===== src/rtl/core/json_string_escaper_assert.svh =====
// ----------------------------------------------------------------------------
// JSON string escaper assertion macros
// Shared concurrent assertion forms for the escaper RTL.
// ----------------------------------------------------------------------------
`ifndef JSON_STRING_ESCAPER_ASSERT_SVH
`define JSON_STRING_ESCAPER_ASSERT_SVH

// Same-cycle implication, disabled while reset is asserted.
`define JSE_ASSERT_IMPL(label, clk, rst_n, ante, cons) \
  label: assert property (@(posedge clk) disable iff (!rst_n) (ante) |-> (cons)) \
    else $error("json_string_escaper: implication check failed");

// Next-cycle implication, disabled while reset is asserted.
`define JSE_ASSERT_NEXT(label, clk, rst_n, ante, cons) \
  label: assert property (@(posedge clk) disable iff (!rst_n) (ante) |=> (cons)) \
    else $error("json_string_escaper: next-cycle check failed");

`endif


===== src/rtl/core/jse_pkg.sv =====
// ----------------------------------------------------------------------------
// JSON string escaper package
// Item types and character codes shared by the escaper modules.
// ----------------------------------------------------------------------------
`default_nettype none

package jse_pkg;

  // How a queued byte is written out.
  typedef enum logic [1:0] {
    KIND_PASS  = 2'd0,  // byte passes through unchanged
    KIND_SHORT = 2'd1,  // backslash plus one character
    KIND_LONG  = 2'd2   // backslash, u, two zeros, two hex digits
  } kind_e;

  // One classified item as it sits in the queue.
  typedef struct packed {
    kind_e       kind;
    logic [7:0]  data;     // original byte, or the short escape character
    logic        str_end;
  } item_t;

  // Sequence step counter, wide enough for the six-byte form.
  typedef logic [2:0] step_t;

  localparam step_t LenPass  = 3'd1;
  localparam step_t LenShort = 3'd2;
  localparam step_t LenLong  = 3'd6;

  // Character codes.
  localparam logic [7:0] ChQuote     = 8'h22;
  localparam logic [7:0] ChBackslash = 8'h5C;
  localparam logic [7:0] ChNewline   = 8'h0A;
  localparam logic [7:0] ChReturn    = 8'h0D;
  localparam logic [7:0] ChTab       = 8'h09;
  localparam logic [7:0] ChBackspace = 8'h08;
  localparam logic [7:0] ChFormFeed  = 8'h0C;
  localparam logic [7:0] ChLowerN    = 8'h6E;
  localparam logic [7:0] ChLowerR    = 8'h72;
  localparam logic [7:0] ChLowerT    = 8'h74;
  localparam logic [7:0] ChLowerB    = 8'h62;
  localparam logic [7:0] ChLowerF    = 8'h66;
  localparam logic [7:0] ChLowerU    = 8'h75;
  localparam logic [7:0] ChZero      = 8'h30;
  localparam logic [7:0] ChOne       = 8'h31;
  localparam logic [7:0] CtrlLimit   = 8'h20;

endpackage

`default_nettype wire


===== src/rtl/core/json_string_escaper.sv =====
// ----------------------------------------------------------------------------
// JSON string escaper
// Escapes a byte stream for use inside a JSON string literal.
//
//   Channel   Direction  Contents
//   s_axis    in         tdata = in_byte [7:0]; tlast = string_end
//   m_axis    out        tdata = out_byte [7:0]; tuser = run_last;
//                        tlast = string_last
//   cfg       in         cfg_wdata_i = short_bf_escapes, written on cfg_we_i
//
// A byte that passes through gives one output byte; an escaped byte gives two
// or six, as the emitter steps through its sequence one output byte per cycle
// while the output is not stalled. Input reaches the output through the queue
// and the output register. The queue lets input run ahead while the output
// is stalled or busy with a long escape. Reset clears the queue and output
// valid, and sets short_bf_escapes to 1.
// ----------------------------------------------------------------------------
`default_nettype none

module json_string_escaper #(
  parameter int unsigned QueueDepth = 4
) (
  input  logic        clk_i,
  input  logic        rst_ni,
  input  logic        cfg_we_i,
  input  logic        cfg_wdata_i,
  input  logic        s_axis_tvalid,
  output logic        s_axis_tready,
  input  logic [7:0]  s_axis_tdata,   // [7:0] in_byte
  input  logic        s_axis_tlast,
  output logic        m_axis_tvalid,
  input  logic        m_axis_tready,
  output logic [7:0]  m_axis_tdata,   // [7:0] out_byte
  output logic        m_axis_tuser,   // [0] run_last
  output logic        m_axis_tlast
);

  logic            short_bf_q;
  logic            push;
  logic            pop;
  logic            full;
  logic            empty;
  jse_pkg::item_t  wr_item;
  jse_pkg::item_t  rd_item;
  logic            in_accept;
  logic            inner_byte_ok;

  // Mode register.
  always_ff @(posedge clk_i or negedge rst_ni) begin
    if (!rst_ni) begin
      short_bf_q <= 1'b1;
    end else if (cfg_we_i) begin
      short_bf_q <= cfg_wdata_i;
    end
  end

  // Front end: accept and classify.
  jse_classify u_classify (
    .s_tvalid_i (s_axis_tvalid),
    .s_tready_o (s_axis_tready),
    .s_tdata_i  (s_axis_tdata),
    .s_tlast_i  (s_axis_tlast),
    .short_bf_i (short_bf_q),
    .full_i     (full),
    .push_o     (push),
    .item_o     (wr_item)
  );

  // Queue between the two halves.
  jse_fifo #(
    .Depth (QueueDepth)
  ) u_fifo (
    .clk_i   (clk_i),
    .rst_ni  (rst_ni),
    .push_i  (push),
    .wdata_i (wr_item),
    .full_o  (full),
    .pop_i   (pop),
    .rdata_o (rd_item),
    .empty_o (empty)
  );

  // Back end: emit escape sequences.
  jse_emit u_emit (
    .clk_i        (clk_i),
    .rst_ni       (rst_ni),
    .item_i       (rd_item),
    .empty_i      (empty),
    .pop_o        (pop),
    .m_tvalid_o   (m_axis_tvalid),
    .m_tready_i   (m_axis_tready),
    .m_tdata_o    (m_axis_tdata),
    .m_run_last_o (m_axis_tuser),
    .m_str_last_o (m_axis_tlast)
  );

  // Terms used by the checks below.
  assign in_accept     = s_axis_tvalid && s_axis_tready;
  assign inner_byte_ok = (m_axis_tdata == jse_pkg::ChBackslash) ||
                         (m_axis_tdata == jse_pkg::ChLowerU) ||
                         (m_axis_tdata == jse_pkg::ChZero) ||
                         (m_axis_tdata == jse_pkg::ChOne);

  // Assertions.
`include "json_string_escaper_assert.svh"

  // The end of a string always coincides with the end of a sequence.
  `JSE_ASSERT_IMPL(a_str_last_ends_run, clk_i, rst_ni, m_axis_tvalid && m_axis_tlast, m_axis_tuser)

  // Bytes inside an escape sequence are only backslash, u, 0 or 1.
  `JSE_ASSERT_IMPL(a_inner_byte_set, clk_i, rst_ni, m_axis_tvalid && !m_axis_tuser, inner_byte_ok)

  // Once an item is accepted, output valid follows it.
  `JSE_ASSERT_NEXT(a_output_follows, clk_i, rst_ni, in_accept, ##1 m_axis_tvalid)

endmodule

`default_nettype wire


===== src/rtl/core/jse_classify.sv =====
// ----------------------------------------------------------------------------
// JSON string escaper front end
// Accepts input bytes and classifies each into an escape kind for the queue.
// ----------------------------------------------------------------------------
`default_nettype none

module jse_classify (
  input  logic            s_tvalid_i,
  output logic            s_tready_o,
  input  logic [7:0]      s_tdata_i,
  input  logic            s_tlast_i,
  input  logic            short_bf_i,
  input  logic            full_i,
  output logic            push_o,
  output jse_pkg::item_t  item_o
);

  logic [7:0] short_char;
  logic       is_short;

  // Accept whenever the queue has room.
  assign s_tready_o = !full_i;
  assign push_o     = s_tvalid_i && !full_i;

  // Decode the byte into its short escape character, if it has one.
  always_comb begin
    short_char = jse_pkg::ChBackslash;
    is_short   = 1'b1;
    unique case (s_tdata_i)
      jse_pkg::ChQuote:     short_char = jse_pkg::ChQuote;
      jse_pkg::ChBackslash: short_char = jse_pkg::ChBackslash;
      jse_pkg::ChNewline:   short_char = jse_pkg::ChLowerN;
      jse_pkg::ChReturn:    short_char = jse_pkg::ChLowerR;
      jse_pkg::ChTab:       short_char = jse_pkg::ChLowerT;
      jse_pkg::ChBackspace: begin
        short_char = jse_pkg::ChLowerB;
        is_short   = short_bf_i;
      end
      jse_pkg::ChFormFeed: begin
        short_char = jse_pkg::ChLowerF;
        is_short   = short_bf_i;
      end
      default: is_short = 1'b0;
    endcase
  end

  // Build the queue entry.
  always_comb begin
    item_o.str_end = s_tlast_i;
    if (is_short) begin
      item_o.kind = jse_pkg::KIND_SHORT;
      item_o.data = short_char;
    end else if (s_tdata_i < jse_pkg::CtrlLimit) begin
      item_o.kind = jse_pkg::KIND_LONG;
      item_o.data = s_tdata_i;
    end else begin
      item_o.kind = jse_pkg::KIND_PASS;
      item_o.data = s_tdata_i;
    end
  end

endmodule

`default_nettype wire


===== src/rtl/core/jse_fifo.sv =====
// ----------------------------------------------------------------------------
// JSON string escaper item queue
// Short first-in first-out queue between the front end and the emitter.
// ----------------------------------------------------------------------------
`default_nettype none

module jse_fifo #(
  parameter int unsigned Depth = 4   // power of two, at least 2
) (
  input  logic            clk_i,
  input  logic            rst_ni,
  input  logic            push_i,
  input  jse_pkg::item_t  wdata_i,
  output logic            full_o,
  input  logic            pop_i,
  output jse_pkg::item_t  rdata_o,
  output logic            empty_o
);

  localparam int unsigned AddrW = $clog2(Depth);

  jse_pkg::item_t   mem_q [Depth];
  logic [AddrW:0]   wptr_q, wptr_d;
  logic [AddrW:0]   rptr_q, rptr_d;

  // Pointers carry one extra wrap bit to tell full from empty.
  assign empty_o = (wptr_q == rptr_q);
  assign full_o  = (wptr_q[AddrW] != rptr_q[AddrW]) &&
                   (wptr_q[AddrW-1:0] == rptr_q[AddrW-1:0]);
  assign rdata_o = mem_q[rptr_q[AddrW-1:0]];

  // Pointer updates.
  always_comb begin
    wptr_d = push_i ? wptr_q + {{AddrW{1'b0}}, 1'b1} : wptr_q;
    rptr_d = pop_i  ? rptr_q + {{AddrW{1'b0}}, 1'b1} : rptr_q;
  end

  always_ff @(posedge clk_i or negedge rst_ni) begin
    if (!rst_ni) begin
      wptr_q <= '0;
      rptr_q <= '0;
    end else begin
      wptr_q <= wptr_d;
      rptr_q <= rptr_d;
    end
  end

  // Entry storage.
  always_ff @(posedge clk_i) begin
    if (push_i) begin
      mem_q[wptr_q[AddrW-1:0]] <= wdata_i;
    end
  end

endmodule

`default_nettype wire


===== src/rtl/core/jse_emit.sv =====
// ----------------------------------------------------------------------------
// JSON string escaper back end
// Walks the queue head through its escape sequence into an output register.
// ----------------------------------------------------------------------------
`default_nettype none

module jse_emit (
  input  logic            clk_i,
  input  logic            rst_ni,
  input  jse_pkg::item_t  item_i,
  input  logic            empty_i,
  output logic            pop_o,
  output logic            m_tvalid_o,
  input  logic            m_tready_i,
  output logic [7:0]      m_tdata_o,
  output logic            m_run_last_o,
  output logic            m_str_last_o
);

  jse_pkg::step_t  step_q, step_d;
  jse_pkg::step_t  seq_len;
  logic [7:0]      cur_byte;
  logic            cur_last;
  logic            load;
  logic            valid_q, valid_d;
  logic [7:0]      byte_q;
  logic            run_last_q;
  logic            str_last_q;

  // Lower-case hex digit for one nibble.
  function automatic logic [7:0] hex_digit(input logic [3:0] nib);
    logic [7:0] res;
    if (nib < 4'd10) begin
      res = 8'h30 + {4'h0, nib};
    end else begin
      res = 8'h57 + {4'h0, nib};
    end
    return res;
  endfunction

  // Sequence length and current byte of the queue head.
  always_comb begin
    seq_len  = jse_pkg::LenPass;
    cur_byte = item_i.data;
    case (item_i.kind)
      jse_pkg::KIND_PASS: begin
        seq_len  = jse_pkg::LenPass;
        cur_byte = item_i.data;
      end
      jse_pkg::KIND_SHORT: begin
        seq_len  = jse_pkg::LenShort;
        cur_byte = (step_q == '0) ? jse_pkg::ChBackslash : item_i.data;
      end
      jse_pkg::KIND_LONG: begin
        seq_len = jse_pkg::LenLong;
        case (step_q)
          3'd0:         cur_byte = jse_pkg::ChBackslash;
          3'd1:         cur_byte = jse_pkg::ChLowerU;
          3'd2, 3'd3:   cur_byte = jse_pkg::ChZero;
          3'd4:         cur_byte = hex_digit(item_i.data[7:4]);
          default:      cur_byte = hex_digit(item_i.data[3:0]);
        endcase
      end
      default: begin
        seq_len  = jse_pkg::LenPass;
        cur_byte = item_i.data;
      end
    endcase
  end

  assign cur_last = (step_q == seq_len - 3'd1);

  // Move one byte whenever the output register is free or being drained.
  assign load   = !empty_i && (!valid_q || m_tready_i);
  assign pop_o  = load && cur_last;

  always_comb begin
    step_d  = step_q;
    if (load) begin
      step_d = cur_last ? '0 : step_q + 3'd1;
    end
    valid_d = load || (valid_q && !m_tready_i);
  end

  always_ff @(posedge clk_i or negedge rst_ni) begin
    if (!rst_ni) begin
      step_q  <= '0;
      valid_q <= 1'b0;
    end else begin
      step_q  <= step_d;
      valid_q <= valid_d;
    end
  end

  // Output payload register.
  always_ff @(posedge clk_i) begin
    if (load) begin
      byte_q     <= cur_byte;
      run_last_q <= cur_last;
      str_last_q <= cur_last && item_i.str_end;
    end
  end

  assign m_tvalid_o   = valid_q;
  assign m_tdata_o    = byte_q;
  assign m_run_last_o = run_last_q;
  assign m_str_last_o = str_last_q;

endmodule

`default_nettype wire

===== config.mk =====
export PLATFORM = sky130hd
export DESIGN_NAME = json_string_escaper
export DESIGN_NICKNAME = d
export VERILOG_FILES = /design/src/rtl/core/jse_pkg.sv /design/src/rtl/core/json_string_escaper.sv /design/src/rtl/core/jse_classify.sv /design/src/rtl/core/jse_fifo.sv /design/src/rtl/core/jse_emit.sv
export VERILOG_INCLUDE_DIRS = /design/src /design/src/rtl/core
export SDC_FILE = /design/constraint.sdc
export NUM_CORES = 1
export LEC_CHECK = 0
export BUFFER_PORTS_ARGS = -buffer_cell sky130_fd_sc_hd__buf_2
export CORE_MARGIN = 1.5
export CORE_UTILIZATION = 30
export CTS_CLUSTER_SIZE = 25
export DETAILED_ROUTE_END_ITERATION = 7
export GPL_TIMING_DRIVEN = 0
export PLACE_DENSITY_LB_ADDON = 0.08
export SYNTH_ARGS = -nofsm -noshare
export SYNTH_HDL_FRONTEND = slang
export SYNTH_SLANG_ARGS = --single-unit

===== constraint.sdc =====
create_clock -name clk_i -period 3.3 [get_ports clk_i]
set_clock_uncertainty 0.05 [all_clocks]
set_input_delay 0.66 -clock clk_i [delete_from_list [all_inputs] [get_ports clk_i]]
set_output_delay 0.66 -clock clk_i [all_outputs]
set_load 0.01 [all_outputs]

## Yosys cells after proc, flatten, opt, wreduce, memory -nomap -nowiden

Memories as Yosys holds them, arrays and structs flattened.
Cells that the tools add are included.

- Register bits: 21
- Memory bits (writable): 44
- Bits of input ports: 15
- Output and inout bits: 12
- Word-level logic and storage cells: 66
- Memories kept: 1

- $add $sub $neg: 8
- $lt $le $gt $ge: 3
- Equal/unequal tests: 17
- Muxes and demuxes: 13
- Reductions and logical operators: 16

Memories:

| name | depth | width | read ports | clocked after memory_dff | wr ports | RTL line | RTL |
|---|---|---|---|---|---|---|---|
| u_fifo.mem_q | 4 | 11 | 1 | 0 | 1 | jse_fifo.sv:22 | `jse_pkg::item_t mem_q [Depth];` |

Operators with widths:

| operator | count |
|---|---|
| 7-bit one-hot mux with 6 select lines | 1 |
| 8-bit by 4-bit equality test with 1-bit output, second input constant | 5 |
| 8-bit one-hot mux with 4 select lines | 1 |
| 8-bit two-way mux | 3 |
| 10-bit two-way mux | 2 |
| 7-bit by 4-bit adder with 8-bit output, first input constant | 2 |
| 8-bit one-hot mux with 2 select lines | 1 |
| 6-bit by 4-bit adder with 7-bit output, first input constant | 2 |
| 3-bit by 1-bit adder with 3-bit output, second input constant | 3 |
| 8-bit by 6-bit equality test with 1-bit output, second input constant | 1 |
| 8-bit by 7-bit equality test with 1-bit output, second input constant | 1 |
| 4-bit < comparator, second input constant | 2 |
| 8-bit by 6-bit < comparator with 1-bit output, second input constant | 1 |
| 3-bit by 2-bit equality test with 1-bit output, second input constant | 2 |
| 3-bit equality test | 2 |
| 1-bit logical AND | 6 |
| 3-bit one-hot mux with 2 select lines | 1 |
| 5-bit OR reduction | 1 |
| 1-bit zero test | 4 |
| 2-bit OR reduction | 2 |
| 3-bit by 1-bit equality test with 1-bit output, second input constant | 1 |
| 3-bit equality test, second input constant | 1 |
| 3-bit zero test | 1 |
| 3-bit two-way mux | 1 |
| other kinds (8) | 10 |

## Depth between registers and ports, before layout

Gate-level depths: netlist (run 1).

- Depth after elaboration: 6
- Gate-level depth with buffers: 11
- Depth with buffers taken out: 8

## Cells and area by module

A second synthesis (run 1) with hierarchy kept.

- Cells, all modules: 240
- Area total of the unflattened synthesis: 3289.4 um^2

Modules (own cells, without submodules):

| module | times used | cells each | area an instance (um^2) | sequential area each (um^2) |
|---|---|---|---|---|
| jse_fifo | 1 | 87 | 1939.4 | 1471.4 |
| jse_emit | 1 | 111 | 1031.0 | 400.4 |
| jse_classify | 1 | 40 | 277.8 | 0.0 |
| json_string_escaper | 1 | 2 | 41.3 | 26.3 |

## Worst setup path before layout (run 1)

Ideal clock, no wire load.

- Path type: flip-flop to flip-flop
- Start point: reg u_fifo.rptr_q[0]
- End point: reg u_emit.byte_q[0] (netlist: u_emit.m_tdata_o[0]) (data pin)
- Arrival time: 2440 ps
- Data required time: 2990 ps
- Slack: 550 ps
- Cell stages (with the launch flop): 11
- Buffers on the path: 3
- Cell sequence: dfrtp_1 -> buf_6 -> buf_6 -> mux4_2 -> ha_1 -> nand2b_1 -> clkbuf_1 -> nor3_1 -> and3_1 -> o32ai_1 -> nand2_1

- Longest elaborated chain between the ends: 5
- Elaborated cells between the ends (all ways): 14

Ends and longest elaborated chain:

| item | RTL line | RTL |
|---|---|---|
| from (decl) | jse_fifo.sv:24 | `logic [AddrW:0] rptr_q, rptr_d;` |
| from (signal assigned) | jse_fifo.sv:44 | `rptr_q <= rptr_d;` |
| memory 4 x 11 bit * | - |  |
| 7-bit by 4-bit adder with 8-bit output, or another cell as far along | jse_emit.sv:36 | `res = 8'h57 + {4'h0, nib};` |
| 8-bit two-way mux | jse_emit.sv:33 | `if (nib < 4'd10) begin` |
| 8-bit one-hot mux with 4 select lines | jse_emit.sv:56 | `case (step_q)` |
| 8-bit one-hot mux with 2 select lines * | jse_emit.sv:45 | `case (item_i.kind)` |
| net u_emit.cur_byte[0] | jse_emit.sv:22 | `logic [7:0] cur_byte;` |
| to (signal assigned) | jse_emit.sv:98 | `byte_q <= cur_byte;` |
| to (decl) | jse_emit.sv:26 | `logic [7:0] byte_q;` |

The timed path passes the listed nets; every way through them passes the cells marked *.
A chain may end at the register's enable or synchronous reset.

## Worst setup path after layout (run 1)

Same ends and word-level chain as after synthesis.

==> reports/qor.yml, run 1 <==
clocking:
  cts_buffers: 9
  clk_latency_ps: 340
  clockBufferDepth: 2
  path_clk_slew_ps: 80
  ctsHtreeMaxLevel: 3
  cts-root-buf: "clkbuf_8"
  cts_tree: "built"
  numClockSinks: 65
sta:
  layout_min_cycle_time_ps: 3110
  hold_violations: 0
  drv_slew: 0
  fin_ws_ps: 186
  worst-slew-pin-transition_ps: 866
  post-route-period-util_pct: 94.4
  relSlewSlack_pct: 42.3
  fmax_ghz: 0.321
  setup_viol: 0
  rsz0062_at_grt: "false"
placement:
  dp_hpwl_um: 4510
  gp_congestion: 0.790
  io_buffers: 26
  dp.cells: 399
  placed_cell_area_sq_mm: 0.00349
  place_ws_ps: -61.4
power:
  static-leakage-power_nw: 1.39
  power.internal_mw: 2.27
  p_per_area_mw_per_mm2: 1010
  p_switching_mw: 1.47
  ir_worst_vdd_mv: 0.298
  p_seq_share_pct: 35.5
  swShare_pct: 39.3
  p_comb_share_pct: 46.0
  clockPowerShare_pct: 18.5
setup_path:
  start_kind: "flip-flop"
  cp.arrival_ps: 3160
  critPathKind: "flip-flop to flip-flop"
  worstPathRequired_ps: 3350
  critPathMaxFanout: 10
  cp-end-kind: "flip-flop"
logic_synthesis:
  async_flop_share_pct: 16.9
  yosys.cell_types.count: 45
  synth-seq-cells: 65
  ys_warn_count: 0
  yosysMostFrequentCell: "edfxtp_1"
  syn_inst: 237
  synth_top_area_cell: "edfxtp_1"
  seq_area_frac_synth_pct: 59.5
  synth_edf_count: 54
  synth_area_sq_mm: 0.00319
  synth.avg_cell_area_sq_um: 13.5
  synth_fp_nets: 266
  synthTopCellsByArea: "edfxtp_1 51%, dfrtp_1 7.8%, mux4_2 7.8%"
  synth_common_cells: "54 x edfxtp_1, 21 x nor2_1, 18 x inv_1"
  synth_top_area_share_pct: 50.9
  ys.flop_type: "edfxtp_1"
global_route:
  grt_usage_pct: 12.7
  antenna_found_initial: 0
  grt_start_max_net_pins: 19
  grt_pass1_vias: 2050
  grt.overflow.total: 0
  grt_pass1_wl_um: 10500
drt:
  drc_errors: 0
  drtIter0Drc: 105
  viasPerCell: 4.70
  drt-pass1-iter-count: 4
  routedWlPerCell_um: 15.6
  routed_wl_um: 6460
  ant_nets: 0
  num_vias: 1949
die:
  die_y_um: 106
  fp.dieW_um: 106
  die_area_sq_mm: 0.0113
  ioPinCount: 27
  start_util_pct: 30.9
  core-area_sq_mm: 0.0103
  core.rowCount: 37
layout:
  postLayoutCellArea_sq_mm: 0.00369
  fin_nets: 303
  fillerInstances: 1030
  drive_above_1_share_pct: 23.3
  area_growth_pct: 15.9
  multi_input_area_sq_mm: 0.00119
  final_cells: 415
  final_core_util_pct: 35.8
  seqCellArea_sq_mm: 0.00190
  n_antenna_cell: 0
run_status:
  outcome: "finished, final reports clean"
job:
  cap_violations: 0
worst_hold_path:
  min_path_type: "input port to asynchronous set/reset pin"
## critical path: stages, from the launching register on
cell and delay, ps:
dfrtp_1 390, buf_6 140, buf_6 190, mux4_2 560
ha_1 410, nand2b_1 130, clkbuf_1 360, nor3_1 90
and3_1 200, o32ai_1 260, nand2_1 90
## cell type report
class | instances | share of cell area, %
flip-flops and latches | 65 | 51.4
multi-input cells | 148 | 32.1
well taps | 136 | 4.61
plain buffers | 6 | 1.12
inverters | 18 | 1.83
clock buffers | 9 | 3.35
clock inverters | 7 | 2.07
repair buffers | 26 | 3.52
## power by group through the flow
stage / sequential, mW / combinational [mW] / clock, mW
after floorplan: 1.37 / 1.23 / 0
after global placement: 1.35 / 1.73 / 0
after detailed placement: 1.35 / 1.73 / 0
after CTS: 1.33 / 1.74 / 0.722
after global routing: 1.35 / 1.93 / 0.755
final: 1.33 / 1.72 / 0.692
## layer usage
| layer | vias to the layer above | share of wire (%) | GRT usage (%) |
|---|---|---|---|
| met5 | - | 0 | 0 |
| met4 | 0 | 3.0 | 6.85 |
| met3 | 10 | 3.2 | 3.31 |
| met2 | 37 | 49 | 21.6 |
| met1 | 940 | 44 | 14.6 |
| li1 | 962 | - | - |
## final timing paths
path	startpoint	end	slack (ps)	cells after the start
min in group clk_i	u_fifo.wptr_q[2]	u_fifo.wptr_q[2]	440	1
hold reg to reg	u_fifo.wptr_q[2]	u_fifo.wptr_q[2]	440	1
hold / removal	rst_ni	u_emit.m_tvalid_o	130	1
setup / recovery	u_fifo.rptr_q[0]	u_emit.m_tdata_o[0]	190	10
max in group asynchronous	rst_ni	short_bf_q	2790	1
setup reg to reg	u_fifo.rptr_q[0]	u_emit.m_tdata_o[0]	190	10
## per-stage QoR
step / power, mW / hold slack, ps / TNS [ps]
after floorplan: 2.59 / 314 / 0
after global placement: 3.08 / 426 / -58.7
after detailed placement: 3.08 / 426 / -61.4
after CTS: 3.80 / 140 / 0
after global routing: 4.04 / 144 / 0
final: 3.73 / 135 / 0
## cells by family after synthesis
| group | share of synthesized area, % |
|---|---|
| and+or+nand+nor | 10.8 |
| DFF | 59.5 |
| AOI/OAI and AO/OA | 9.50 |
| buffers and inverters | 3.41 |
| adders and majority gates | 5.49 |
| muxes | 8.48 |
| xor gates and xnor gates | 2.75 |
## placed cells by master (no fill, tap or decap), types with 2 or more instances in the layout
cell        instances
o32ai_1             2
and2_1              5
nor4b_1             2
a211oi_1            3
clkinvlp_4          2
o22ai_1             4
mux2_2              2
buf_6               2
nor2_1             21
ha_1               14
nand3_1             5
inv_1              18
o21ai_0            13
buf_2              26
clkbuf_1            3
xor2_1              4
a21oi_1             6
xnor2_1             6
nand2_1            14
o21a_1              3
o211ai_1            3
dfrtp_1            10
mux4_2             11
clkbuf_8            9
nor3_1              3
inv_6               2
edfxtp_1           54
and3_1              5
nor4_1              2
nand2b_1            2
## registers in the layout, summed over array words and instances, names as in the netlist
register	count
u_fifo.wptr_q	3
u_fifo.mem_q	44
short_bf_q	1
u_fifo.rptr_q	3
u_emit.m_tdata_o	8
u_emit.m_str_last_o	1
u_emit.step_q	3
u_emit.m_run_last_o	1
u_emit.m_tvalid_o	1
## what timing repair did
action,in CTS,in global routing
hold endpoints to repair,0,0
buffers inserted,0,0
setup endpoints to repair,1,0
gates resized for setup,1,0
hold buffers,0,0
Note: power is estimated with default switching activity, not from simulation.
==> inputs of run 2 (changes only) <==
--- a/config.mk
+++ b/config.mk
@@ -7,6 +7,8 @@
 export NUM_CORES = 1
 export LEC_CHECK = 0
 export BUFFER_PORTS_ARGS = -buffer_cell sky130_fd_sc_hd__buf_2
+export CELL_PAD_IN_SITES_DETAIL_PLACEMENT = 2
+export CELL_PAD_IN_SITES_GLOBAL_PLACEMENT = 2
 export CORE_MARGIN = 1.5
 export CORE_UTILIZATION = 30
 export CTS_CLUSTER_SIZE = 25
==> run 2 against run 1 <==
Sequential cell count stayed put; worst setup slack better by 28 ps; global-route usage is 1.8 points higher; sequential power hardly changed; critical endpoint unchanged; largest power group unchanged; largest cell class unchanged; die area stayed put; fmax is 0.90% higher; count of clock-buffer cells in the layout is 1 higher.
==> reports/qor.yml, run 2 (synthesis gave the netlist of run 1 again) <==
run_status:
  outcome: "finished, final reports clean"
global_route:
  antenna_found_initial: 0  # unchanged
  grt_pass1_wl_um: 12200  # +16%
  grt_start_max_net_pins: 19  # unchanged
  grt_usage_pct: 14.5  # +1.8 points
  grt_pass1_vias: 2245  # +9.5%
  grt.overflow.total: 0  # unchanged
clocking:
  hold_buffers: 0  # unchanged
  numClockSinks: 65  # unchanged
  ctsHtreeMaxLevel: 3  # unchanged
  cts_tree: "built"
  path_clk_slew_ps: 80  # about the same
  cts-root-buf: "clkbuf_8"
  clockBufferDepth: 2  # unchanged
  post_cts_buffers: 0  # unchanged
  cts_buffers: 9  # unchanged
  clk_latency_ps: 340  # about the same
drt:
  viasPerCell: 4.92  # +4.7%
  drtIter0Drc: 54  # -49%
  ant_nets: 0  # unchanged
  num_vias: 2036  # +4.5%
  routedWlPerCell_um: 17.7  # +14%
  drt-pass1-iter-count: 4  # unchanged
  routed_wl_um: 7320  # +13%
  drc_errors: 0  # unchanged
sta:
  layout_min_cycle_time_ps: 3090  # -27.7 ps
  fin_setup_tns_ps: 0  # unchanged
  holdWs_ps: 139  # +4.09 ps
  rsz0062_at_grt: "false"
  hold_violations: 0  # unchanged
  worst-slew-pin-transition_ps: 922  # +56.5 ps
  post-route-period-util_pct: 93.5  # -0.84 points
  relSlewSlack_pct: 38.5  # -3.8 points
  drv_slew: 0  # unchanged
  setup_viol: 0  # unchanged
  fmax_ghz: 0.324  # +0.90%
power:
  ir_worst_vdd_mv: 0.273  # -8.4%
  static-leakage-power_nw: 1.39  # +0.41%
  p_per_area_mw_per_mm2: 1040  # +2.7%
layout:
  n_antenna_cell: 0  # unchanged
  fin_nets: 302  # -0.33%
  drive_above_1_share_pct: 23.0  # -0.28 points
  final_cell_mix: "54 x edfxtp_1, 26 x buf_2, 21 x nor2_1, 18 x inv_1"
  largest_reg_flops: 44  # unchanged
  final_common_cell: "edfxtp_1"
  area_growth_pct: 16.4
die:
  die_y_um: 106  # unchanged
  die_area_sq_mm: 0.0113  # unchanged
  start_util_pct: 30.9  # unchanged
  core.rowCount: 37  # unchanged
  core-area_sq_mm: 0.0103  # unchanged
  fp.dieW_um: 106  # unchanged
  ioPinCount: 27  # unchanged
placement:
  io_buffers: 26  # unchanged
  dp_hpwl_um: 5290  # +17%
  gp_congestion: 0.707  # -10%
setup_path:
  timing.rr.end: "u_emit.m_tdata_o[0]"
  start_kind: "flip-flop"
  cp-end-kind: "flip-flop"
  critical_path.endpoint: "u_emit.m_tdata_o[0]"
  critPathMaxFanout: 10  # unchanged
  critPathKind: "flip-flop to flip-flop"
  r2r_start: "u_fifo.rptr_q[0]"
  ff2ff_path_depth: 9  # -1
  cp.arrival_ps: 3130  # -30 ps
  r2r_slack_ps: 210  # +30 ps
  startpoint: "u_fifo.rptr_q[0]"
  worstPathRequired_ps: 3340  # about the same
worst_hold_path:
  min_path_type: "input port to asynchronous set/reset pin"
job:
  cap_violations: 0  # unchanged
==> run 2: cell count changes in the layout (fill, tap and decap cells not counted) <==
cell	before	now
inv_6	2	1
clkinv_2	1	0
bufinv_16	1	2
==> run 2: how the worst min path moves through the flow <==
stage | to | slack (ps) | cells past startpoint | from
5_1_grt | u_emit.step_q[0] | 150 | 1 | rst_ni
2_1_floorplan | u_emit.m_tvalid_o | 310 | 0 | rst_ni
6_report | u_emit.step_q[2] | 140 | 1 | rst_ni
3_5_place_dp | u_fifo.wptr_q[2] | 440 | 1 | u_fifo.wptr_q[2]
3_3_place_gp | u_fifo.wptr_q[2] | 420 | 1 | u_fifo.wptr_q[2]
4_1_cts | u_fifo.wptr_q[2] | 130 | 1 | rst_ni
==> run 2: worst max-delay path, stage by stage (launching register included) <==
cell,delay [ps]
dfrtp_1,370
buf_6,130
buf_6,190
mux4_2,550
ha_1,420
nand2b_1,400
nor3_1,90
and3_1,190
o32ai_1,340
nand2_1,90
==> run 2: area by class of cell <==
type	count	area, sq um
fillers	1080	6610
flip-flops and latches	65	1900
multi-input cells	148	1190
well taps	136	170
repair buffers	26	130
clock buffers	10	128
clock inverters	6	92.6
inverters	18	67.6
plain buffers	5	37.5
==> run 2: metrics by stage <==
step                cell area (sq um)  cells  setup slack (ps)  utilization [%]  total power, mW
finish                           3710    414               214             35.9             3.85
global route                     3710    414              41.3             35.9             4.17
CTS                              3710    415              28.2             35.9             3.93
detailed placement               3490    399              36.5             33.8             3.15
global placement                 3490    399              40.6             33.8             3.11
floorplan                        3190    237               550                -             2.59
==> run 2: layer usage <==
| layer | part of all wire [%] | global-route usage (%) | vias to the layer above | wire (um) |
|---|---|---|---|---|
| li1 | - | - | 962 | - |
| met1 | 45 | 18.1 | 1037 | 3320 |
| met2 | 51 | 24.5 | 29 | 3710 |
| met3 | 2.4 | 2.94 | 8 | 178 |
| met4 | 1.7 | 5.79 | 0 | 122 |
| met5 | 0 | 0 | - | 0 |
==> run 2: what timing repair did <==
| item | 4_1_cts | 5_1_grt |
|---|---|---|
| endpoints found under the setup margin | 0 | 2 |
| endpoints found under the hold margin | 0 | 0 |
| gates resized for setup | 0 | 1 |
==> run 2: power by group <==
group          switching [mW]  internal [mW]  total (mW)  leakage [nW]
registers               0.104           1.23        1.33         0.633
logic                    1.06          0.683        1.74         0.655
clock network           0.344          0.430       0.773         0.103
